[config.mk]
export PLATFORM = sky130hd
export DESIGN_NAME = abvpp_blend
export DESIGN_NICKNAME = d
export VERILOG_FILES = /design/src/design/abvpp_pkg.sv /design/src/design/abvpp_blend.sv
export SDC_FILE = /design/constraint.sdc
export NUM_CORES = 1
export LEC_CHECK = 0
export ABC_AREA = 1
export BUFFER_PORTS_ARGS = -buffer_cell sky130_fd_sc_hd__buf_2
export CAP_MARGIN = 20
export CORE_MARGIN = 2
export CORE_UTILIZATION = 38
export DETAILED_ROUTE_END_ITERATION = 8
export PLACE_DENSITY = 0.58
export SLEW_MARGIN = 5
export SYNTH_ARGS = -nofsm -noshare
export SYNTH_HDL_FRONTEND = slang
export SYNTH_SLANG_ARGS = --single-unit
[constraint.sdc]
create_clock -name i_clk -period 6.7 [get_ports i_clk]
set_clock_uncertainty 0.05 [all_clocks]
set_input_delay 1.34 -clock i_clk [delete_from_list [all_inputs] [get_ports i_clk]]
set_output_delay 1.34 -clock i_clk [all_outputs]
set_load 0.005 [all_outputs]
[src/design/abvpp_pkg.sv]
// Shared types, constants and helper functions of the alpha blend pixel packer.
package abvpp_pkg;

    // Width of the packed device pixel that is kept; the result field itself is 32 bits.
    localparam int PIXEL_WORD_BITS = 32;

    localparam int NUM_CHAN     = 3;
    localparam int CHAN_BITS    = 8;
    localparam int MASK_BITS    = 32;
    localparam int SHIFT_BITS   = 5;
    localparam int BLEND_BITS   = 16;
    localparam int FQ_BITS      = 25;
    localparam int CFG_IDX_BITS = 3;

    // Channel order inside every per-channel array.
    localparam int CH_RED   = 0;
    localparam int CH_GREEN = 1;
    localparam int CH_BLUE  = 2;

    localparam logic [CHAN_BITS-1:0] CHAN_MAX = 8'd255;

    // Configuration register indexes.
    localparam logic [CFG_IDX_BITS-1:0] CFG_RED_MASK   = 3'd0;
    localparam logic [CFG_IDX_BITS-1:0] CFG_GREEN_MASK = 3'd1;
    localparam logic [CFG_IDX_BITS-1:0] CFG_BLUE_MASK  = 3'd2;
    localparam logic [CFG_IDX_BITS-1:0] CFG_BG_RED     = 3'd3;
    localparam logic [CFG_IDX_BITS-1:0] CFG_BG_GREEN   = 3'd4;
    localparam logic [CFG_IDX_BITS-1:0] CFG_BG_BLUE    = 3'd5;

    localparam logic [MASK_BITS-1:0] RST_RED_MASK   = 32'h00FF_0000;
    localparam logic [MASK_BITS-1:0] RST_GREEN_MASK = 32'h0000_FF00;
    localparam logic [MASK_BITS-1:0] RST_BLUE_MASK  = 32'h0000_00FF;
    localparam logic [CHAN_BITS-1:0] RST_BG         = 8'd0;

    // Bits of the packed word that survive the pixel word width.
    localparam logic [MASK_BITS-1:0] WORD_KEEP = (PIXEL_WORD_BITS >= MASK_BITS) ?
        {MASK_BITS{1'b1}} : MASK_BITS'((64'd1 << PIXEL_WORD_BITS) - 64'd1);

    // Per-channel placement values, derived from one field mask.
    // fq and fr are the quotient and remainder of the right-aligned field by 255.
    typedef struct packed {
        logic [MASK_BITS-1:0]  mask;
        logic [SHIFT_BITS-1:0] shift;
        logic [FQ_BITS-1:0]    fq;
        logic [CHAN_BITS-1:0]  fr;
    } t_chan_cfg;

    // Exact floor(x / 255) for x up to 255 * 255.
    function automatic logic [CHAN_BITS-1:0] div255(input logic [BLEND_BITS-1:0] x);
        logic [BLEND_BITS:0] s;
        s = {1'b0, x} + 17'd1 + {9'd0, x[15:8]};
        return s[15:8];
    endfunction

endpackage

[src/design/abvpp_blend.sv]
// Alpha and blend pipeline: alpha from the mask pixel, blend, divide by 255.
module abvpp_blend (
    input  logic                                                     i_clk,
    input  logic                                                     i_rst_n,
    input  logic                                                     i_vld,
    input  logic [abvpp_pkg::NUM_CHAN-1:0][abvpp_pkg::CHAN_BITS-1:0] i_src,
    input  logic                                                     i_present,
    input  logic [abvpp_pkg::NUM_CHAN-1:0][abvpp_pkg::CHAN_BITS-1:0] i_opac,
    input  logic [abvpp_pkg::NUM_CHAN-1:0][abvpp_pkg::CHAN_BITS-1:0] i_bg,
    input  logic                                                     i_rdy,
    output logic                                                     o_rdy,
    output logic                                                     o_vld,
    output logic [abvpp_pkg::NUM_CHAN-1:0][abvpp_pkg::CHAN_BITS-1:0] o_val
);

    // floor(sum / 3) == (sum * 683) >> 11 for every sum below 2048.
    localparam logic [9:0] RECIP3       = 10'd683;
    localparam int         RECIP3_SHIFT = 11;

    logic r1_vld, r2_vld, r3_vld;
    logic en1, en2, en3;

    logic [abvpp_pkg::NUM_CHAN-1:0][abvpp_pkg::CHAN_BITS-1:0]  r1_c;
    logic [abvpp_pkg::CHAN_BITS-1:0]                           r1_alpha;
    logic [abvpp_pkg::NUM_CHAN-1:0][abvpp_pkg::BLEND_BITS-1:0] r2_t;
    logic [abvpp_pkg::NUM_CHAN-1:0][abvpp_pkg::CHAN_BITS-1:0]  r3_v;

    logic [abvpp_pkg::CHAN_BITS-1:0]                           n_alpha;
    logic [abvpp_pkg::NUM_CHAN-1:0][abvpp_pkg::BLEND_BITS-1:0] n_t;

    assign en3   = !r3_vld || i_rdy;
    assign en2   = !r2_vld || en3;
    assign en1   = !r1_vld || en2;
    assign o_rdy = en1;

    always_comb begin
        logic [9:0]  sum;
        logic [19:0] prod;
        sum  = {2'd0, i_opac[0]} + {2'd0, i_opac[1]} + {2'd0, i_opac[2]};
        prod = 20'(sum) * 20'(RECIP3);
        n_alpha = i_present ? prod[RECIP3_SHIFT+7:RECIP3_SHIFT] : abvpp_pkg::CHAN_MAX;
    end

    always_comb begin
        for (int c = 0; c < abvpp_pkg::NUM_CHAN; c++) begin
            n_t[c] = 16'(r1_c[c]) * 16'(r1_alpha)
                   + 16'(i_bg[c]) * 16'(abvpp_pkg::CHAN_MAX - r1_alpha);
        end
    end

    always_ff @(posedge i_clk) begin
        if (!i_rst_n) begin
            r1_vld <= 1'b0;
            r2_vld <= 1'b0;
            r3_vld <= 1'b0;
        end else begin
            if (en1) begin
                r1_vld <= i_vld;
            end
            if (en2) begin
                r2_vld <= r1_vld;
            end
            if (en3) begin
                r3_vld <= r2_vld;
            end
        end
    end

    always_ff @(posedge i_clk) begin
        if (en1 && i_vld) begin
            r1_c     <= i_src;
            r1_alpha <= n_alpha;
        end
        if (en2 && r1_vld) begin
            r2_t <= n_t;
        end
        if (en3 && r2_vld) begin
            for (int c = 0; c < abvpp_pkg::NUM_CHAN; c++) begin
                r3_v[c] <= abvpp_pkg::div255(r2_t[c]);
            end
        end
    end

    assign o_vld = r3_vld;
    assign o_val = r3_v;

endmodule

; Word-level counts from Yosys, hierarchy flattened
; Index checks and enable logic that the tools add are counted.
[word_totals]
register_bits = 107
inputBits = 77
out_inout_bits = 26
word_cells = 41
[op_classes]
addsub = 12
multipliers = 7
reduce_logical = 9
[ops]
columns = operator, count
row1 = $add 16x1->16 const B, 3
row2 = $add 16x16->16, 3
row3 = $add 16x8->16, 3
row4 = $mul 8x8->16, 3
row5 = $mul 8x16->16, 2
row6 = $mul 10x10->19 const B, 1
row7 = $mul 9x9->16, 1
row8 = $add 9x8->10, 1
row9 = $add 8x8->9, 1
row10 = $sub 8x8->9 const A, 1
row11 = $logic_and 1x1->1, 3
row12 = $logic_not 1->1, 3
row13 = $logic_or 1x1->1, 3

; Depth between registers and ports, before layout
[logic_depth]
depth_word = 5
depth_mapped = 29
mapped_depth_nobuf = 29

; Worst setup path after synthesis
; Ideal clock, no wire load.
[synth_path]
path_type = input -> register
startpoint = in i_opac[1] (netlist name)
endpoint = reg r1_alpha[7] (netlist name), data pin
setup_ns = 0.267
arrival_ns = 6.123
required_ns = 6.383
setup_slack_ns = 0.260
path_stages = 26
n_path_buf = 0
path_cell_list = inv_1 fa_1 inv_1 ha_1 inv_1 fa_1 nand3b_1 nand2_1 a21oi_1 xor2_1 ha_1 ha_1 fa_1 fa_1 fa_1 ha_1 nand2_1 inv_1 nand2_1 a21oi_1 nor2_1 nand2_1 nand2_1 nand2_1 nand2_1 nand3_1
[synth_via]
elab_chain_len = 3
[synth_rtl]
columns = element, line_no
row1 = from (decl), abvpp_blend.sv:8  ; input logic [abvpp_pkg::NUM_CHAN-1:0][abvpp_pkg::CHAN_BITS-1:0] i_opac,
row2 = $add 8x8->9, abvpp_blend.sv:39  ; sum = {2'd0, i_opac[0]} + {2'd0, i_opac[1]} + {2'd0, i_opac[2]};
row3 = $add 9x8->10, abvpp_blend.sv:39
row4 = $mul 10x10->19, abvpp_blend.sv:40  ; prod = 20'(sum) * 20'(RECIP3);
row5 = to (signal assigned), abvpp_blend.sv:72  ; r1_alpha <= n_alpha;
row6 = to (decl), abvpp_blend.sv:24  ; logic [abvpp_pkg::CHAN_BITS-1:0] r1_alpha;
; No other way between the ends.
; A chain may end at the register's enable or synchronous reset.

; Worst setup path after layout
[layout_path]
startpoint = in i_opac[1] (netlist name)
endpoint = reg r1_alpha[3] (netlist name), data pin
; Same word-level chain as after synthesis.

==> metrics.cfg <==
[outcome]
outcome = finished, final reports clean

[job]
drv_cap = 0

[logic_synthesis]
ys_seq_area_share_pct = 15.97
syn_area_um2 = 19930
synth.area.top_cells = fa_1 32%, ha_1 17%, edfxtp_1 16%, inv_1 12%, nand2_1 7.9%
synthXorXnorAreaFrac_pct = 2.725
synthAdderAreaFrac_pct = 49.24
synth_seq_cells = 107
synth.mux.area_fraction_pct = 0
synth_top_family_by_area = adder cells
synthSimpleGateAreaFrac_pct = 14.79
postSynthAreaPerCell_um2 = 8.563
synth-compound-area-share_pct = 4.063
postSynthCellCount = 2327
yosysWarnings = 0
ys_types = 42
yosysTopAreaCellShare_pct = 31.85
synth_top_area_cell = fa_1

[setup_path]
cp_max_fo = 4
max_stage_delay_ns = 0.56
path_depth = 24
path_cells = buf_2 > inv_1 > fa_1 > inv_1 > ha_1 > inv_1 > fa_1 > nand3b_1 > nand2_1 > xor2_1 > ha_1 > ha_1 > fa_1 > fa_1 > fa_1 > ha_1 > nand2_1 > inv_1 > nand2_1 > a21oi_1 > nor2_1 > nand2_1 > a21boi_0 > o21ai_0
worstRegToRegCells = 18
critPathArrivalTime_ns = 6.47
path_class = in -> reg
start_kind = primary input
cp_top_family = adder cells
end_kind = register
critical_path_buf_inv_count = 5
ff2ff_setup_slack_ns = 0.77
slowest_stage = fa_1
path_common_cell = fa_1
critPathRequiredTime_ns = 6.79

[timing]
drv_slew = 0
finalSetupViolCount = 0
tightest_slew_ns = 1.004
hold_violations = 0
period_share_pct = 95.13
fmax_mhz = 156.9
max-slew-margin-rel_pct = 33.09
rsz0062_at_grt = false
tns_ns = 0
layout_min_cycle_time_ns = 6.374

[placed_design]
numPortBuffers = 102
place_hpwl_um = 38570
placed_cells = 3077
gp_congestion = 0.8821

[grt]
grt_pass1_wl_um = 77850
grt_pass1_vias = 15760
overflow = 0
grtUsageTotal_pct = 18.13
antenna_found_initial = 7
grt_max_degree = 49

[clock_network]
clk_pin_slew_ns = 0.08
cts.sinks = 107
cts_buffer_depth = 2
numCtsBuffers = 9
post-cts-setup-buffer-count = 0
holdBufCountCts = 0
cts_resized = 0
cts_tree = done
cts_max_level = 3
clk_latency_ns = 0.40
clock-root-buffer = clkbuf_16

[route]
avgViaCountPerCell = 4.728
routed-via-count = 14640
drc = 0
first_iter_violations = 669
drt_pass1_iterations = 8
wl_per_cell_um = 14.82
ant_nets = 0
drt-total-wl_um = 45870

[floorplanning]
die_x_um = 233.0
start_util_pct = 38.61
coreArea_um2 = 51610
ios = 103
num_rows = 83
die_y_um = 233.0
die_area_um2 = 54280

[cells_and_area]
layout.cells.non_filler = 3096
final_nets = 3080
area_delta_synth_final_pct = 8.528
drive_gt1_share_pct = 7.125
final_core_util_pct = 41.90
fillerInstances = 5125

[min_path]
worstHoldPathCells = 2
worst_hold_path_type = reg -> reg

==> cell usage in the layout (no fill, tap or decap), types with 2 or more instances in the layout <==
cell / n
diode_2: 2
edfxtp_1: 104
xnor2_1: 26
inv_2: 3
nand3_1: 59
inv_1: 626
a21o_1: 11
clkinv_1: 2
nand4_1: 14
conb_1: 3
inv_8: 2
buf_2: 102
nand2_1: 420
o21ai_0: 25
o21bai_1: 7
a31oi_1: 6
fa_1: 317
ha_1: 277
a21oi_2: 6
nand2_2: 5
clkinvlp_4: 2
a21oi_1: 76
buf_12: 3
clkbuf_16: 9
xor2_1: 36
nor2_4: 2
dfxtp_1: 3
nor2_1: 200
nand3_2: 5
buf_4: 27
o21ai_1: 6
nand3b_1: 6
nor3_1: 8
a21boi_0: 2
==> per-layer routing <==
metal / track usage (%) / up-vias / routed length (µm)
li1: - / 7125 / -
met1: 23.92 / 7167 / 20750
met2: 30.52 / 283 / 21890
met3: 3.493 / 55 / 2313
met4: 4.558 / 8 / 864
met5: 0 / - / 54
==> stage by stage <==
stage | setup WS [ns] | hold slack [ns] | cell area (µm²)
floorplan | 0.2599 | 0.4044 | 19930
detailed placement | -0.06081 | 0.4569 | 21280
global route | 0.02106 | 0.4929 | 21620
CTS | 0.3742 | 0.4674 | 21600
finish | 0.3263 | 0.4630 | 21620
global placement | 0.02925 | 0.4376 | 21280
==> registers in the layout, summed over array words and instances, names as in the netlist <==
register  count
o_vld         1
o_val        24
r1_alpha      8
r2_vld        1
r1_c         24
r2_t         48
r1_vld        1
==> worst paths after layout <==
path / startpoint / to
setup / recovery: i_opac[1] / r1_alpha[3]$_SDFFCE_PN1P_
hold / removal: r2_vld$_SDFFE_PN0P_ / o_vld$_SDFFE_PN0P_
setup reg to reg: r1_alpha[3]$_SDFFCE_PN1P_ / r2_t[12]$_DFFE_PP_
hold reg to reg: r2_vld$_SDFFE_PN0P_ / o_vld$_SDFFE_PN0P_
==> kinds of logic (layout without fill, tap and decap cells) <==
kind of cell,after synthesis,in the layout
simple gates,725,725
xor+xnor,62,62
buf+inv,694,779
compound gates,144,144
fa+ha+maj,594,594
other cells,1,5
flops,107,107
==> Yosys cell counts, drive strengths merged <==
master	number
a21boi	2
a21o	11
a21oi	82
a22oi	1
a31oi	6
and2	1
buf	15
clkbuf	48
clkinv	2
conb	1
dfxtp	3
edfxtp	104
fa	317
ha	277
inv	629
nand2	425
nand2b	1
nand3	64
nand3b	6
nand4	15
nor2	202
nor3	9
nor4	1
o2111ai	1
o21a	1
o21ai	31
o21bai	7
o22ai	1
o31ai	1
or2	1
xnor2	26
xor2	36
==> cell type report <==
class	instances	area, µm²	area share [%]
clock inverters	7	92.59	0.4282
well taps	680	850.8	3.935
diodes	2	5.005	0.02314
clock buffers	9	225.2	1.041
inverters	631	2369	10.95
multi-input cells	1528	14130	65.32
repair buffers	132	773.2	3.576
flip-flops and latches	107	3183	14.72
==> worst reg2reg max path, stage by stage (launching register included) <==
cell	delay (ns)
edfxtp_1	0.69
buf_4	0.50
nand2_1	0.16
fa_1	0.50
inv_1	0.05
fa_1	0.58
fa_1	0.46
fa_1	0.50
fa_1	0.52
inv_1	0.05
fa_1	0.47
inv_1	0.04
ha_1	0.33
a21oi_1	0.16
o21ai_1	0.10
a21oi_1	0.22
nor2_1	0.07
nor2_1	0.13
xor2_1	0.09
Power is not shown: default switching activity piles up to over one toggle a cycle in this logic, so the estimate is an artifact.
