`src/design/abvpp_pkg.sv`:
```
// Shared types, constants and helper functions of the alpha blend pixel packer.
package abvpp_pkg;

    // Width of the packed device pixel that is kept; the result field itself is 32 bits.
    localparam int PIXEL_WORD_BITS = 32;

    localparam int NUM_CHAN     = 3;
    localparam int CHAN_BITS    = 8;
    localparam int MASK_BITS    = 32;
    localparam int SHIFT_BITS   = 5;
    localparam int BLEND_BITS   = 16;
    localparam int FQ_BITS      = 25;
    localparam int CFG_IDX_BITS = 3;

    // Channel order inside every per-channel array.
    localparam int CH_RED   = 0;
    localparam int CH_GREEN = 1;
    localparam int CH_BLUE  = 2;

    localparam logic [CHAN_BITS-1:0] CHAN_MAX = 8'd255;

    // Configuration register indexes.
    localparam logic [CFG_IDX_BITS-1:0] CFG_RED_MASK   = 3'd0;
    localparam logic [CFG_IDX_BITS-1:0] CFG_GREEN_MASK = 3'd1;
    localparam logic [CFG_IDX_BITS-1:0] CFG_BLUE_MASK  = 3'd2;
    localparam logic [CFG_IDX_BITS-1:0] CFG_BG_RED     = 3'd3;
    localparam logic [CFG_IDX_BITS-1:0] CFG_BG_GREEN   = 3'd4;
    localparam logic [CFG_IDX_BITS-1:0] CFG_BG_BLUE    = 3'd5;

    localparam logic [MASK_BITS-1:0] RST_RED_MASK   = 32'h00FF_0000;
    localparam logic [MASK_BITS-1:0] RST_GREEN_MASK = 32'h0000_FF00;
    localparam logic [MASK_BITS-1:0] RST_BLUE_MASK  = 32'h0000_00FF;
    localparam logic [CHAN_BITS-1:0] RST_BG         = 8'd0;

    // Bits of the packed word that survive the pixel word width.
    localparam logic [MASK_BITS-1:0] WORD_KEEP = (PIXEL_WORD_BITS >= MASK_BITS) ?
        {MASK_BITS{1'b1}} : MASK_BITS'((64'd1 << PIXEL_WORD_BITS) - 64'd1);

    // Per-channel placement values, derived from one field mask.
    // fq and fr are the quotient and remainder of the right-aligned field by 255.
    typedef struct packed {
        logic [MASK_BITS-1:0]  mask;
        logic [SHIFT_BITS-1:0] shift;
        logic [FQ_BITS-1:0]    fq;
        logic [CHAN_BITS-1:0]  fr;
    } t_chan_cfg;

    // Exact floor(x / 255) for x up to 255 * 255.
    function automatic logic [CHAN_BITS-1:0] div255(input logic [BLEND_BITS-1:0] x);
        logic [BLEND_BITS:0] s;
        s = {1'b0, x} + 17'd1 + {9'd0, x[15:8]};
        return s[15:8];
    endfunction

endpackage

```
`src/design/abvpp_scale.sv`:
```
// Field scaling and packing pipeline: scale to field width, place, merge.
module abvpp_scale (
    input  logic                                                     i_clk,
    input  logic                                                     i_rst_n,
    input  logic                                                     i_vld,
    input  logic [abvpp_pkg::NUM_CHAN-1:0][abvpp_pkg::CHAN_BITS-1:0] i_val,
    input  abvpp_pkg::t_chan_cfg [abvpp_pkg::NUM_CHAN-1:0]           i_place,
    input  logic                                                     i_rdy,
    output logic                                                     o_rdy,
    output logic                                                     o_vld,
    output logic [abvpp_pkg::MASK_BITS-1:0]                          o_word
);

    logic r4_vld, r5_vld, r6_vld;
    logic en4, en5, en6;

    logic [abvpp_pkg::NUM_CHAN-1:0][abvpp_pkg::MASK_BITS-1:0]  r4_pq;
    logic [abvpp_pkg::NUM_CHAN-1:0][abvpp_pkg::BLEND_BITS-1:0] r4_pr;
    logic [abvpp_pkg::NUM_CHAN-1:0][abvpp_pkg::MASK_BITS-1:0]  r5_scaled;
    logic [abvpp_pkg::MASK_BITS-1:0]                           r6_word;

    logic [abvpp_pkg::NUM_CHAN-1:0][abvpp_pkg::MASK_BITS-1:0]  n_pq;
    logic [abvpp_pkg::NUM_CHAN-1:0][abvpp_pkg::BLEND_BITS-1:0] n_pr;
    logic [abvpp_pkg::MASK_BITS-1:0]                           n_word;

    assign en6   = !r6_vld || i_rdy;
    assign en5   = !r5_vld || en6;
    assign en4   = !r4_vld || en5;
    assign o_rdy = en4;

    // value * field / 255 splits into value * (field / 255) plus
    // (value * (field mod 255)) / 255; the second product stays below 255 * 255.
    always_comb begin
        logic [32:0] pq_full;
        for (int c = 0; c < abvpp_pkg::NUM_CHAN; c++) begin
            pq_full = 33'(i_val[c]) * 33'(i_place[c].fq);
            n_pq[c] = pq_full[31:0];
            n_pr[c] = 16'(i_val[c]) * 16'(i_place[c].fr);
        end
    end

    always_comb begin
        n_word = '0;
        for (int c = 0; c < abvpp_pkg::NUM_CHAN; c++) begin
            n_word = n_word | ((r5_scaled[c] << i_place[c].shift) & i_place[c].mask);
        end
        n_word = n_word & abvpp_pkg::WORD_KEEP;
    end

    always_ff @(posedge i_clk) begin
        if (!i_rst_n) begin
            r4_vld <= 1'b0;
            r5_vld <= 1'b0;
            r6_vld <= 1'b0;
        end else begin
            if (en4) begin
                r4_vld <= i_vld;
            end
            if (en5) begin
                r5_vld <= r4_vld;
            end
            if (en6) begin
                r6_vld <= r5_vld;
            end
        end
    end

    always_ff @(posedge i_clk) begin
        if (en4 && i_vld) begin
            r4_pq <= n_pq;
            r4_pr <= n_pr;
        end
        if (en5 && r4_vld) begin
            for (int c = 0; c < abvpp_pkg::NUM_CHAN; c++) begin
                r5_scaled[c] <= r4_pq[c] + {24'd0, abvpp_pkg::div255(r4_pr[c])};
            end
        end
        if (en6 && r5_vld) begin
            r6_word <= n_word;
        end
    end

    assign o_vld  = r6_vld;
    assign o_word = r6_word;

endmodule

```
`config.mk`:
```
export PLATFORM = sky130hd
export DESIGN_NAME = abvpp_scale
export DESIGN_NICKNAME = d
export VERILOG_FILES = /design/src/design/abvpp_pkg.sv /design/src/design/abvpp_scale.sv
export SDC_FILE = /design/constraint.sdc
export NUM_CORES = 2
export LEC_CHECK = 0
export BUFFER_PORTS_ARGS = -buffer_cell sky130_fd_sc_hd__buf_2
export CAP_MARGIN = 20
export CORE_MARGIN = 4
export CORE_UTILIZATION = 60
export CTS_BUF_LIST = sky130_fd_sc_hd__clkbuf_8
export DETAILED_ROUTE_END_ITERATION = 10
export PLACE_DENSITY = 0.79
export SYNTH_ARGS = -nofsm -noshare
export SYNTH_HDL_FRONTEND = slang
export SYNTH_SLANG_ARGS = --single-unit
```
`constraint.sdc`:
```
create_clock -name i_clk -period 18.1 [get_ports i_clk]
set_input_delay 3.62 -clock i_clk [delete_from_list [all_inputs] [get_ports i_clk]]
set_output_delay 3.62 -clock i_clk [all_outputs]
set_load 0.05 [all_outputs]
```
Yosys cells after proc, flatten, opt, wreduce, memory -nomap -nowiden
Index checks and enable logic that the tools add are counted.
- bits in registers: 275
- output and inout bits: 34
- input port bits: 238
- logic and storage cells: 45
- reductions and logical operators: 9
- multipliers: 6
- shift operators: 3
- add/subtract/negate cells: 9
- bitwise operators: 5
- operators by type and width (cell ; count):
    adder 32 x 8 -> 32 bit ; 3
    bitwise AND 32 bit ; 3
    multiplier 8 x 25 -> 32 bit ; 3
    left shift 32 x 5 -> 32 bit ; 3
    bitwise OR 32 bit ; 2
    adder 16 x 1 -> 16 bit, second input constant ; 3
    adder 16 x 8 -> 16 bit ; 3
    multiplier 8 x 8 -> 16 bit ; 3
    logical AND 1 bit ; 3
    zero test 1 bit ; 3
    logical OR 1 bit ; 3

Depth between registers and ports, before layout
- word-level depth: 5
- depth in mapped cells: 20
- depth with buffers taken out: 18

Worst setup path after synthesis
Ideal clock, no wire load.
- path kind: in2reg
- start: in i_rdy
- end: reg r4_pq[0] (netlist bit) (enable)
- stages: 2
- required time: 17.366 ns
- library setup time: 0.734 ns
- setup slack: 6.473 ns
- data arrival time: 10.893 ns
- cells stage by stage: nor2b_1 -> a31oi_1
- cells in the longest elaborated chain, start to end: 4
- ends and longest elaborated chain (item ; line ; RTL):
    from (decl) ; abvpp_scale.sv:8 ; input logic i_rdy,
    logical OR 1 bit ; abvpp_scale.sv:26 ; assign en6 = !r6_vld || i_rdy;
    logical OR 1 bit ; abvpp_scale.sv:27 ; assign en5 = !r5_vld || en6;
    logical OR 1 bit ; abvpp_scale.sv:28 ; assign en4 = !r4_vld || en5;
    logical AND 1 bit ; abvpp_scale.sv:69 ; if (en4 && i_vld) begin
    to (signal assigned) ; abvpp_scale.sv:70 ; r4_pq <= n_pq;
    to (decl) ; abvpp_scale.sv:17 ; logic [abvpp_pkg::NUM_CHAN-1:0][abvpp_pkg::MASK_BITS-1:0] r4_pq;
No other way between the ends.
A chain may end at the register's enable or synchronous reset.

Worst setup path after layout
- start: in i_rdy
- end: out o_rdy
- cells in the longest elaborated chain, start to end: 3
- ends and longest elaborated chain (item ; line ; RTL):
    logical OR 1 bit ; abvpp_scale.sv:26 ;
    logical OR 1 bit ; abvpp_scale.sv:27 ;
    logical OR 1 bit ; abvpp_scale.sv:28 ;
    to (decl) ; abvpp_scale.sv:9 ; output logic o_rdy,
No other way between the ends.

==> impl_metrics.json <==
{
  "status": "complete, no violations",
  "viasPerCell": 5.822,
  "cts_hold_buf": 0,
  "ant_nets": 0,
  "antenna_found_initial": 8,
  "rr_endpoint": "r5_scaled[79]",
  "synth_flop_cell": "edfxtp_1",
  "slew_headroom_pct": 29.30,
  "hold_ws_ps": 556.2,
  "synth_edf_count": 272,
  "maxCapViolCount": 0,
  "path_delay_family": "simple AND/OR/NAND/NOR gates",
  "period_minus_slack_ps": 8432,
  "crit_start": "i_rdy",
  "skew_ps": 38.83,
  "cts_buffers": 48,
  "worstSetupEndpoint": "o_rdy",
  "num_rows": 95,
  "utilization_pct": 64.92,
  "cp_num_cells": 4,
  "ys_ff_latch": 275,
  "dp.cells": 5253,
  "synth_cells": 4281,
  "use_met1_pct": 37.96,
  "rsz0062_at_grt": "false",
  "criticalPathCategory": "in2out",
  "crit_buf_inv": 2,
  "critPathLaunchType": "input port",
  "core_area_sq_um": 67510,
  "use_met2_pct": 44.98,
  "setup-tns-final_ps": 0,
  "finalSetupViolCount": 0,
  "hpwlAfterDp_microns": 79840,
  "synthTopCellsByArea": "fa_1, edfxtp_1, ha_1",
  "yosysTopAreaCell": "fa_1",
  "synth_cell_types": 79,
  "syn2layout_area_growth_pct": 6.626,
  "drc": 0,
  "vias": 31100,
  "grt_max_degree": 78,
  "final_nets": 5496,
  "ir_drop_uv": 79.88,
  "synthArstFlopShare_pct": 0,
  "grt_overflow": 0,
  "fmax_ghz": 0.1186,
  "busiest_layer": "met2",
  "path_cells": "buf_2 > nor2b_1 > nand3_1 > buf_2",
  "slew_violations": 0,
  "ios": 272,
  "reg2reg_from": "r4_pr[41]",
  "cts_resized": 0,
  "htreeDepth": 2,
  "tightest_slew_ps": 1060,
  "yosysSeqAreaShare_pct": 20.02,
  "initial_core_util_pct": 60.89,
  "firstDrtPassIters": 6,
  "grtUsageMet3_pct": 5.290,
  "die_w_microns": 269.8,
  "synth_nets": 5347,
  "finalPower_mw": 5.860,
  "grt_pass1_wl_microns": 164800,
  "clkTransAtPathRegs_ps": 60,
  "synth_top_area_share_pct": 25.42,
  "rrSetupSlack_ps": 13640,
  "layout-drive-gt1-share_pct": 10.08,
  "cp.required_ps": 14480,
  "cts_tree": "built",
  "power_density_nw_per_um2": 133.7,
  "critical_path.slowest_cell": "nor2b_1",
  "postCtsSetupBuffers": 0,
  "io_buffer_count": 271,
  "ys_warn_count": 0,
  "synth_area_sq_um": 41110,
  "r2r_cells": 17,
  "worst_ep_arrival_time_ps": 4810,
  "route.final.wire_length_microns": 99570,
  "grt_usage_pct": 27.48,
  "min-delay-start": "r4_pq[0]",
  "drt_first_iter_violations": 2388,
  "finalCritPeriodShare_pct": 46.58,
  "clock-sinks": 275,
  "die_area_sq_um": 72770,
  "hold_viol": 0,
  "min_path_type": "reg2reg",
  "worst-path-max-fanout": 6,
  "clk_path_buf_depth": 3,
  "cts_root_buffer": "clkbuf_8",
  "end_kind": "primary output",
  "max_stage_delay_ps": 600,
  "grt_pass1_vias": 31780,
  "avgSynthCellArea_sq_um": 9.602,
  "clkLatencyLatePin_ps": 620,
  "wl_per_cell_microns": 18.64,
  "die_y_microns": 269.8,
  "fin_cells": 5342,
  "gp_congestion": 1.003,
  "leakage_nw": 20.41,
  "crit_top_cell": "buf_2"
}
[worst reg2reg max path: cells and delay by family (launching register included)]
family / cells / cell delay, ps
AOI/OAI and AO/OA: 10 / 1930
adders and majority gates: 2 / 680
buffers and inverters: 1 / 170
and+or+nand+nor: 2 / 330
xor gates and xnor gates: 2 / 650
DFF: 1 / 480
[Yosys cell counts (all sizes together) (6+ instances only)]
| cell type | instances |
|---|---|
| xnor2 | 189 |
| nor2 | 131 |
| nand4 | 24 |
| o21bai | 15 |
| o21ai | 135 |
| nand3 | 86 |
| o22ai | 24 |
| mux2i | 153 |
| a21boi | 6 |
| nor2b | 21 |
| a2111oi | 7 |
| a31oi | 8 |
| xor2 | 45 |
| fa | 522 |
| clkbuf | 132 |
| mux4 | 37 |
| nand3b | 20 |
| edfxtp | 272 |
| a21oi | 158 |
| a31o | 7 |
| mux2 | 39 |
| nand2 | 451 |
| or3 | 8 |
| and3 | 29 |
| o21a | 34 |
| nor3 | 30 |
| a211oi | 20 |
| o211ai | 20 |
| o221ai | 7 |
| a41oi | 8 |
| a21o | 55 |
| ha | 306 |
| buf | 46 |
| o31a | 6 |
| nor3b | 9 |
| and2 | 555 |
| nand2b | 29 |
| inv | 572 |
| and4 | 8 |
| a22oi | 12 |
[layout make-up]
| cell class | count | area (sq um) |
|---|---|---|
| multi-input cells | 3255 | 30040 |
| fillers | 5444 | 23680 |
| flip-flops and latches | 275 | 8228 |
| inverters | 573 | 2151 |
| repair buffers | 277 | 1399 |
| well taps | 873 | 1092 |
| clock buffers | 48 | 660.6 |
| clock inverters | 35 | 251.5 |
| diodes | 6 | 15.01 |
[layer usage]
layer,up-vias,part of all wire (%)
li1,14400,-
met1,15300,43
met2,1228,47
met3,165,8.1
met4,4,2.5
met5,-,0.027
[registers in the layout, summed over array words and instances (netlist names)]
register / flops
o_vld: 1
o_word: 32
r4_pq: 96
r5_scaled: 96
r4_vld: 1
r4_pr: 48
r5_vld: 1
[kinds of logic (layout without fill, tap and decap cells)]
| family | Yosys count | count (layout) | synth area share, % |
|---|---|---|---|
| simple gates | 1408 | 1408 | 17.72 |
| fa+ha+maj | 828 | 828 | 34.73 |
| buf+inv | 751 | 933 | 7.003 |
| compound gates | 556 | 556 | 8.717 |
| flops | 275 | 275 | 20.02 |
| xor+xnor | 234 | 234 | 4.986 |
| mux | 229 | 229 | 6.821 |
| other cells | 0 | 6 | 0 |
[placed cells by master, fill, tap and decap left out, types with 8 or more instances in the layout]
master	instances
edfxtp_1	272
o21bai_1	15
nand2_1	451
nand3b_1	20
a211oi_1	20
a21oi_1	156
mux4_2	37
clkinv_1	12
o21ai_0	128
fa_1	522
xor2_1	45
clkbuf_8	48
o22ai_1	24
and3_1	29
nand3_1	86
and4_1	8
xnor2_1	189
o211ai_1	19
nor3_1	28
nand4_1	24
o21a_1	33
mux2_2	39
buf_2	272
inv_1	578
nor2b_1	20
and2_1	555
or3_1	8
ha_1	306
nor3b_1	8
nor2_1	131
nand2b_1	29
a22oi_1	12
mux2i_1	153
a21o_1	55
[power breakdown]
| group | leakage [nW] | internal [mW] | switching [mW] | total [mW] |
|---|---|---|---|---|
| clock | 0.486 | 0.292 | 0.254 | 0.546 |
| sequential | 2.63 | 1.15 | 0.185 | 1.33 |
| combinational | 17.3 | 1.70 | 2.28 | 3.98 |
[worst min-delay path by stage]
stage                          endpoint  slack, ps  cells after the start
after floorplan                  r5_vld        500                      2
after global placement    r5_scaled[63]        550                      1
after detailed placement   r5_scaled[0]        550                      1
after CTS                  r5_scaled[0]        570                      1
after global routing       r5_scaled[0]        570                      1
final                      r5_scaled[0]        560                      1
[stage by stage]
step                instance area, sq um  setup WS (ps)
floorplan                          41110           6473
global placement                   42900           9416
detailed placement                 42900           9372
CTS                                43820           9701
global route                       43830           9614
finish                             43830           9668
Power figures use the tool's default switching activity.
