--- src/design/abvpp_pkg.sv ---
// Shared types, constants and helper functions of the alpha blend pixel packer.
package abvpp_pkg;

    // Width of the packed device pixel that is kept; the result field itself is 32 bits.
    localparam int PIXEL_WORD_BITS = 32;

    localparam int NUM_CHAN     = 3;
    localparam int CHAN_BITS    = 8;
    localparam int MASK_BITS    = 32;
    localparam int SHIFT_BITS   = 5;
    localparam int BLEND_BITS   = 16;
    localparam int FQ_BITS      = 25;
    localparam int CFG_IDX_BITS = 3;

    // Channel order inside every per-channel array.
    localparam int CH_RED   = 0;
    localparam int CH_GREEN = 1;
    localparam int CH_BLUE  = 2;

    localparam logic [CHAN_BITS-1:0] CHAN_MAX = 8'd255;

    // Configuration register indexes.
    localparam logic [CFG_IDX_BITS-1:0] CFG_RED_MASK   = 3'd0;
    localparam logic [CFG_IDX_BITS-1:0] CFG_GREEN_MASK = 3'd1;
    localparam logic [CFG_IDX_BITS-1:0] CFG_BLUE_MASK  = 3'd2;
    localparam logic [CFG_IDX_BITS-1:0] CFG_BG_RED     = 3'd3;
    localparam logic [CFG_IDX_BITS-1:0] CFG_BG_GREEN   = 3'd4;
    localparam logic [CFG_IDX_BITS-1:0] CFG_BG_BLUE    = 3'd5;

    localparam logic [MASK_BITS-1:0] RST_RED_MASK   = 32'h00FF_0000;
    localparam logic [MASK_BITS-1:0] RST_GREEN_MASK = 32'h0000_FF00;
    localparam logic [MASK_BITS-1:0] RST_BLUE_MASK  = 32'h0000_00FF;
    localparam logic [CHAN_BITS-1:0] RST_BG         = 8'd0;

    // Bits of the packed word that survive the pixel word width.
    localparam logic [MASK_BITS-1:0] WORD_KEEP = (PIXEL_WORD_BITS >= MASK_BITS) ?
        {MASK_BITS{1'b1}} : MASK_BITS'((64'd1 << PIXEL_WORD_BITS) - 64'd1);

    // Per-channel placement values, derived from one field mask.
    // fq and fr are the quotient and remainder of the right-aligned field by 255.
    typedef struct packed {
        logic [MASK_BITS-1:0]  mask;
        logic [SHIFT_BITS-1:0] shift;
        logic [FQ_BITS-1:0]    fq;
        logic [CHAN_BITS-1:0]  fr;
    } t_chan_cfg;

    // Exact floor(x / 255) for x up to 255 * 255.
    function automatic logic [CHAN_BITS-1:0] div255(input logic [BLEND_BITS-1:0] x);
        logic [BLEND_BITS:0] s;
        s = {1'b0, x} + 17'd1 + {9'd0, x[15:8]};
        return s[15:8];
    endfunction

endpackage

--- src/design/abvpp_cfg.sv ---
// Configuration registers and the placement values derived from the field masks.
module abvpp_cfg (
    input  logic                                            i_clk,
    input  logic                                            i_rst_n,
    input  logic                                            i_cfg_we,
    input  logic [abvpp_pkg::CFG_IDX_BITS-1:0]              i_cfg_idx,
    input  logic [abvpp_pkg::MASK_BITS-1:0]                 i_cfg_wdata,
    output logic [abvpp_pkg::NUM_CHAN-1:0][abvpp_pkg::CHAN_BITS-1:0] o_bg,
    output abvpp_pkg::t_chan_cfg [abvpp_pkg::NUM_CHAN-1:0]  o_place
);

    logic [abvpp_pkg::NUM_CHAN-1:0][abvpp_pkg::MASK_BITS-1:0]  r_mask;
    logic [abvpp_pkg::NUM_CHAN-1:0][abvpp_pkg::CHAN_BITS-1:0]  r_bg;
    logic [abvpp_pkg::NUM_CHAN-1:0][abvpp_pkg::SHIFT_BITS-1:0] r_shift;
    logic [abvpp_pkg::NUM_CHAN-1:0][abvpp_pkg::MASK_BITS-1:0]  r_field;
    logic [abvpp_pkg::NUM_CHAN-1:0][abvpp_pkg::FQ_BITS-1:0]    r_fq;
    logic [abvpp_pkg::NUM_CHAN-1:0][abvpp_pkg::CHAN_BITS-1:0]  r_fr;

    logic [abvpp_pkg::NUM_CHAN-1:0][abvpp_pkg::SHIFT_BITS-1:0] n_shift;
    logic [abvpp_pkg::NUM_CHAN-1:0][abvpp_pkg::MASK_BITS-1:0]  n_field;
    logic [abvpp_pkg::NUM_CHAN-1:0][abvpp_pkg::FQ_BITS-1:0]    n_fq;
    logic [abvpp_pkg::NUM_CHAN-1:0][abvpp_pkg::CHAN_BITS-1:0]  n_fr;

    always_ff @(posedge i_clk) begin
        if (!i_rst_n) begin
            r_mask[abvpp_pkg::CH_RED]   <= abvpp_pkg::RST_RED_MASK;
            r_mask[abvpp_pkg::CH_GREEN] <= abvpp_pkg::RST_GREEN_MASK;
            r_mask[abvpp_pkg::CH_BLUE]  <= abvpp_pkg::RST_BLUE_MASK;
            r_bg[abvpp_pkg::CH_RED]     <= abvpp_pkg::RST_BG;
            r_bg[abvpp_pkg::CH_GREEN]   <= abvpp_pkg::RST_BG;
            r_bg[abvpp_pkg::CH_BLUE]    <= abvpp_pkg::RST_BG;
        end else if (i_cfg_we) begin
            unique case (i_cfg_idx)
                abvpp_pkg::CFG_RED_MASK:   r_mask[abvpp_pkg::CH_RED]   <= i_cfg_wdata;
                abvpp_pkg::CFG_GREEN_MASK: r_mask[abvpp_pkg::CH_GREEN] <= i_cfg_wdata;
                abvpp_pkg::CFG_BLUE_MASK:  r_mask[abvpp_pkg::CH_BLUE]  <= i_cfg_wdata;
                abvpp_pkg::CFG_BG_RED:     r_bg[abvpp_pkg::CH_RED]     <= i_cfg_wdata[7:0];
                abvpp_pkg::CFG_BG_GREEN:   r_bg[abvpp_pkg::CH_GREEN]   <= i_cfg_wdata[7:0];
                abvpp_pkg::CFG_BG_BLUE:    r_bg[abvpp_pkg::CH_BLUE]    <= i_cfg_wdata[7:0];
                default: ;
            endcase
        end
    end

    // First step: position of the lowest set bit and the right-aligned field.
    // An all-zero mask gives a shift of zero and an empty field.
    always_comb begin
        logic [abvpp_pkg::MASK_BITS-1:0] low;
        for (int c = 0; c < abvpp_pkg::NUM_CHAN; c++) begin
            low        = r_mask[c] & (~r_mask[c] + 32'd1);
            n_shift[c] = '0;
            for (int i = 0; i < abvpp_pkg::MASK_BITS; i++) begin
                for (int k = 0; k < abvpp_pkg::SHIFT_BITS; k++) begin
                    if (((i >> k) & 1) == 1) begin
                        n_shift[c][k] = n_shift[c][k] | low[i];
                    end
                end
            end
            n_field[c] = r_mask[c] >> n_shift[c];
        end
    end

    // Second step: field / 255 by a reciprocal built from shifts, and field mod 255
    // by folding bytes, since 256 leaves a remainder of one.
    always_comb begin
        logic [65:0] acc;
        logic [9:0]  bsum;
        logic [8:0]  fold;
        for (int c = 0; c < abvpp_pkg::NUM_CHAN; c++) begin
            acc = ({34'd0, r_field[c]} << 32) + ({34'd0, r_field[c]} << 24)
                + ({34'd0, r_field[c]} << 16) + ({34'd0, r_field[c]} << 8)
                + ({34'd0, r_field[c]} << 1);
            n_fq[c] = acc[64:40];
            bsum = {2'd0, r_field[c][7:0]} + {2'd0, r_field[c][15:8]}
                 + {2'd0, r_field[c][23:16]} + {2'd0, r_field[c][31:24]};
            fold = {1'b0, bsum[7:0]} + {7'd0, bsum[9:8]};
            if (fold >= 9'd255) begin
                n_fr[c] = 8'(fold - 9'd255);
            end else begin
                n_fr[c] = fold[7:0];
            end
        end
    end

    always_ff @(posedge i_clk) begin
        r_shift <= n_shift;
        r_field <= n_field;
        r_fq    <= n_fq;
        r_fr    <= n_fr;
    end

    always_comb begin
        for (int c = 0; c < abvpp_pkg::NUM_CHAN; c++) begin
            o_place[c].mask  = r_mask[c];
            o_place[c].shift = r_shift[c];
            o_place[c].fq    = r_fq[c];
            o_place[c].fr    = r_fr[c];
        end
    end

    assign o_bg = r_bg;

endmodule

--- config.mk ---
export PLATFORM = sky130hd
export DESIGN_NAME = abvpp_cfg
export DESIGN_NICKNAME = d
export VERILOG_FILES = /design/src/design/abvpp_pkg.sv /design/src/design/abvpp_cfg.sv
export SDC_FILE = /design/constraint.sdc
export NUM_CORES = 2
export LEC_CHECK = 0
export ABC_AREA = 1
export BUFFER_PORTS_ARGS = -buffer_cell sky130_fd_sc_hd__buf_2
export CAP_MARGIN = 20
export CORE_UTILIZATION = 35
export DETAILED_ROUTE_END_ITERATION = 10
export GPL_TIMING_DRIVEN = 0
export SYNTH_ARGS = -nofsm -noshare
export SYNTH_HDL_FRONTEND = slang
export SYNTH_SLANG_ARGS = --single-unit
--- constraint.sdc ---
create_clock -name i_clk -period 4.9 [get_ports i_clk]
set_clock_uncertainty 0.15 [all_clocks]
set_input_delay 0.49 -clock i_clk [delete_from_list [all_inputs] [get_ports i_clk]]
set_output_delay 0.49 -clock i_clk [all_outputs]
set_load 0.02 [all_outputs]
**Yosys cells after proc, flatten, opt, wreduce, memory -nomap -nowiden**

Cells that the tools add are included.

- Shifts and indexed selects: 3
- Mux-type cells: 3
- $add $sub $neg: 30
- Bitwise operators: 231
- Magnitude comparators: 3
- Eq/ne operators: 5
- Reductions and logical operators: 7

Operators by type and width:

| operator | number |
|---|---|
| $or 1x1->1 | 225 |
| $add 64x56->65 | 3 |
| $add 65x33->65 | 3 |
| $add 65x40->65 | 3 |
| $add 65x48->65 | 3 |
| $add 32x1->32 const B | 3 |
| $and 32x32->32 | 3 |
| $not 32->32 | 3 |
| $shr 32x5->32 | 3 |
| $add 10x8->10 | 3 |
| $add 9x8->10 | 3 |
| $add 8x2->9 | 3 |
| $add 8x8->9 | 3 |
| $ge 9x8->1 const B | 3 |
| $mux 8 | 3 |
| $sub 8x8->8 const B | 3 |
| $reduce_and 2->1 | 6 |
| $eq 3x2->1 const B | 2 |
| $eq 3x3->1 const B | 2 |
| $eq 3x1->1 const B | 1 |
| $logic_not 3->1 | 1 |

- Word-level logic and storage cells: 300
- Input port bits: 38
- Flip-flop bits (word level): 330

**Depth between registers and ports, before layout**

- Word-level depth: 19
- Gate-level depth with buffers: 29
- Mapped depth without buffers: 29

**Worst setup path before layout**

No wires, ideal clock.

- Path kind: register -> register
- Start: register r_field[43] in the netlist's numbering
- End: register r_fr, in the netlist o_place[76]
- Stages on the path, launching flop included: 25
- Arrival time: 4500 ps
- Path buffers: 0
- Path slack: 132 ps
- Library setup time: 118 ps
- Path through: dfxtp_1 inv_1 fa_1 fa_1 inv_1 ha_1 fa_1 o21bai_1 nand3_1 nand2_1 a21oi_1 o21bai_1 ha_1 nand3_1 nand2_1 inv_1 or2_2 nor2_1 xnor2_1 nand4_1 or2_2 nor2_1 nor2_2 inv_1 o21ai_1

RTL lines:

| what | line | RTL |
|---|---|---|
| start: declaration | abvpp_cfg.sv:15 | `logic [abvpp_pkg::NUM_CHAN-1:0][abvpp_pkg::MASK_BITS-1:0] r_field;` |
| start signal: assignment | abvpp_cfg.sv:87 | `r_field <= n_field;` |
| end signal: assignment | abvpp_cfg.sv:89 | `r_fr <= n_fr;` |
| end: declaration | abvpp_cfg.sv:17 | `logic [abvpp_pkg::NUM_CHAN-1:0][abvpp_pkg::CHAN_BITS-1:0] r_fr;` |

==> key figures <==
Status
  – Run status: finished, final reports clean

STA
  – Worst-Margin Slew: around 790 ps
  – Fmax: 0.212 GHz
  – Final-report hold violation count: 0
  – Pins Over Slew Limit: 0
  – Max_slew headroom: a little under half
  – Hold WS: 31.0 ps
  – Minimum clock period: ~4700 ps
  – Final setup vio count: 0
  – Final Cycle Share: between 90% and 100%

Global routing
  – Wire length of the first global-routing pass: between 150000 and 200000 um
  – GRT overflow: 0
  – Largest net degree at the start of global routing: 15
  – Gr usage total: between 20% and 30%
  – Vias in the first global route: ~34000
  – Initial antenna violation count: 2

Die
  – Initial Utilization: a little over a third
  – Die area: ~95000 um^2
  – I/O pin cnt: 272
  – Core box area: ~93000 um^2
  – DIE WIDTH: between 300 and 400 um
  – Die H: approximately 310 um
  – Row Count: 112

Setup path
  – Worst Path Required: around 5300 ps
  – Worst setup SP type: flip-flop
  – Worst EP arrival: between 5000 and 6000 ps
  – CP most frequent cell: nand2_1
  – Crit-path slowest cell: fa_2
  – CP max stage delay: 600 ps
  – Kind of end point of the critical path: flip-flop
  – CP max FO: 4
  – WS Path Type: reg -> reg

Synth
  – Top cells by area, synth: dfxtp_1 20%, ha_1 16%, nand2_1 11%
  – Async S/R FF share, synth: 0%
  – Cell taking the most area after synthesis: dfxtp_1
  – Post-Syn Nets: 5407
  – Synth Cell Area: between 30000 and 40000 um^2
  – Syn_area_per_cell: between 6 and 7 um^2
  – Netlist cell types: 52
  – Yosys reg bits: between 300 and 400
  – Seq/Total Area, Yosys: 20.1%
  – Yosys top cell area share: around 20%
  – Top_reg_cell synth: dfxtp_1
  – Syn. warnings: 0
  – Cells after Synth: 4793
  – Number of synthesized flops with an enable pin: 0

Place
  – HPWL after DPL: approximately 100000 um
  – Final Wtd Congestion: approximately 0.98
  – Port Buffers: 270
  – Placed cell areas: 35800 um^2

Pwr
  – Seq pwr share: around an eighth
  – Clock power share: a little over a tenth
  – P_int: 14.4 mW
  – Psw: approximately 17 mW
  – Sw Share: between 50% and 60%
  – Peak supply drop: 0.548 mV
  – Comb pwr share: between 70% and 80%
  – Pwr dens: a little over 800 nW/um^2
  – Leak Pwr: 20.2 nW

Layout
  – Cell area after layout: between 30000 and 40000 um^2
  – Core Util, Final: about two fifths
  – Commonest cells after routing, fill and taps aside: 926 x nand2_1, 643 x inv_1, 572 x nand3_1
  – Area of the multi-input gates: 23600 um^2
  – FF/Latch Area: 6750 um^2
  – # fillers: a little under 10000
  – Most common cell after layout, fill and taps aside: nand2_1
  – Fin nets: about 5800
  – Layout area overhead: 17.3%
  – Layout cell share with drive strength beyond 1: 14.3%

Clock network
  – Clock slew at reported path FFs: 60 ps
  – Worst-case clock buffer depth: 3
  – Worst-Skew Late Latency: between 600 and 700 ps
  – CTS buffer count: between 40 and 50
  – Htree depth: 2
  – CTS tree: built
  – Sink Count: 330
  – Root buf cell: clkbuf_16

Worst hold path
  – Hold WC Path Type: in -> reg

Drt
  – Vias: roughly 34000
  – ANT nets after route: 0
  – WL per Instance: around 19 um
  – Pre-antenna DRT Iters: 9
  – Routed vias/inst: 5.32
  – Post-route DRC violation count: 0
  – Total wire length: about 120000 um
  – Initial DRC Count: approximately 2800

Flow run
  – Max Cap Violations: 0
-- cell usage after synthesis (all sizes together), types with 6 or more instances --
cell	number
nand2	959
inv	669
nand3	586
nor2	541
ha	432
dfxtp	330
a21oi	278
o21ai	237
fa	144
nand4	121
buf	73
xor2	70
nor3	62
clkbuf	43
a31oi	39
o211ai	33
a21o	29
nor4	20
o21bai	20
xnor2	20
o21a	17
a21boi	11
or2	11
o31ai	10
nand3b	9
a211oi	6
-- sequential cells by signal, indices dropped and copies added (netlist names) --
name / count
o_bg: 24
r_field: 96
o_place: 210
-- through the flow --
stage | worst slack, ps | setup TNS (ps) | total power, mW | cells
floorplan | 132 | 0 | 19.4 | 4793
global placement | -495 | -6520 | 25.0 | 6317
detailed placement | -546 | -8440 | 25.1 | 6317
CTS | 0.967 | 0 | 29.5 | 6436
global route | -94.2 | -800 | 34.5 | 6478
finish | 177 | 0 | 31.2 | 6480
-- cell type report --
type,count,area share (%)
Timing Repair Buffer,354,5.18
Clock inverter,30,1.02
Antenna cell,2,0.0130
Buffer,116,1.57
Multi-Input combinational cell,3674,61.2
Inverter,673,6.55
Tap cell,1254,4.07
Sequential cell,330,17.5
Clock buffer,47,2.88
-- power by group through the flow --
stage	clock [mW]	combinational, mW	sequential [mW]
after floorplan	0	15.2	4.19
after global placement	0	21.0	4.04
after detailed placement	0	21.1	4.04
after CTS	3.43	22.1	3.98
after global routing	3.52	27.0	4.00
final	3.32	23.9	3.94
-- critical path, delay by kind of cell (launching register included) --
| family | cells | cell delay (ps) |
|---|---|---|
| AOI/OAI and AO/OA | 3 | 340 |
| xor gates and xnor gates | 1 | 70 |
| DFF | 1 | 360 |
| buffers and inverters | 5 | 300 |
| and+or+nand+nor | 14 | 1220 |
| adders and majority gates | 6 | 2170 |
-- timing repair --
item | CTS | global route
setup buffers | 36 | 42
hold endpoints to repair | 6 | 0
hold buffers | 6 | 0
pin swaps | 25 | 72
resized for setup | 89 | 146
endpoints found under the setup margin | 23 | 33
-- per-layer routing --
layer  vias to the layer above  global-route usage, %  part of all wire (%)
met2                      1316                   42.1                    45
met5                         -                      0                 0.010
met4                         2                   9.46                   3.5
li1                      16800                      -                     -
met1                     16200                   34.7                    45
met3                       223                   3.59                   6.9
-- final timing paths --
| kind | cells after the start | slack (ps) | end | startpoint |
|---|---|---|---|---|
| worst max-delay path | 29 | 180 | o_place[6] | r_field[10] |
| worst min-delay path | 3 | 30 | o_place[123] | i_cfg_wdata[15] |
| worst max register to register | 29 | 180 | o_place[6] | r_field[10] |
| worst min register to register | 2 | 300 | o_bg[2] | o_bg[2] |
-- cells by family (layout without fill, tap and decap cells) --
family	after synthesis	count (layout)	share of synthesized area [%]
other cells	0	2	0
compound gates	691	691	11.8
fa+ha+maj	576	576	25.2
simple gates	2317	2317	31.0
buf+inv	789	1220	9.52
flops	330	330	20.1
xor+xnor	90	90	2.40
(Power assumes the default switching activity.)
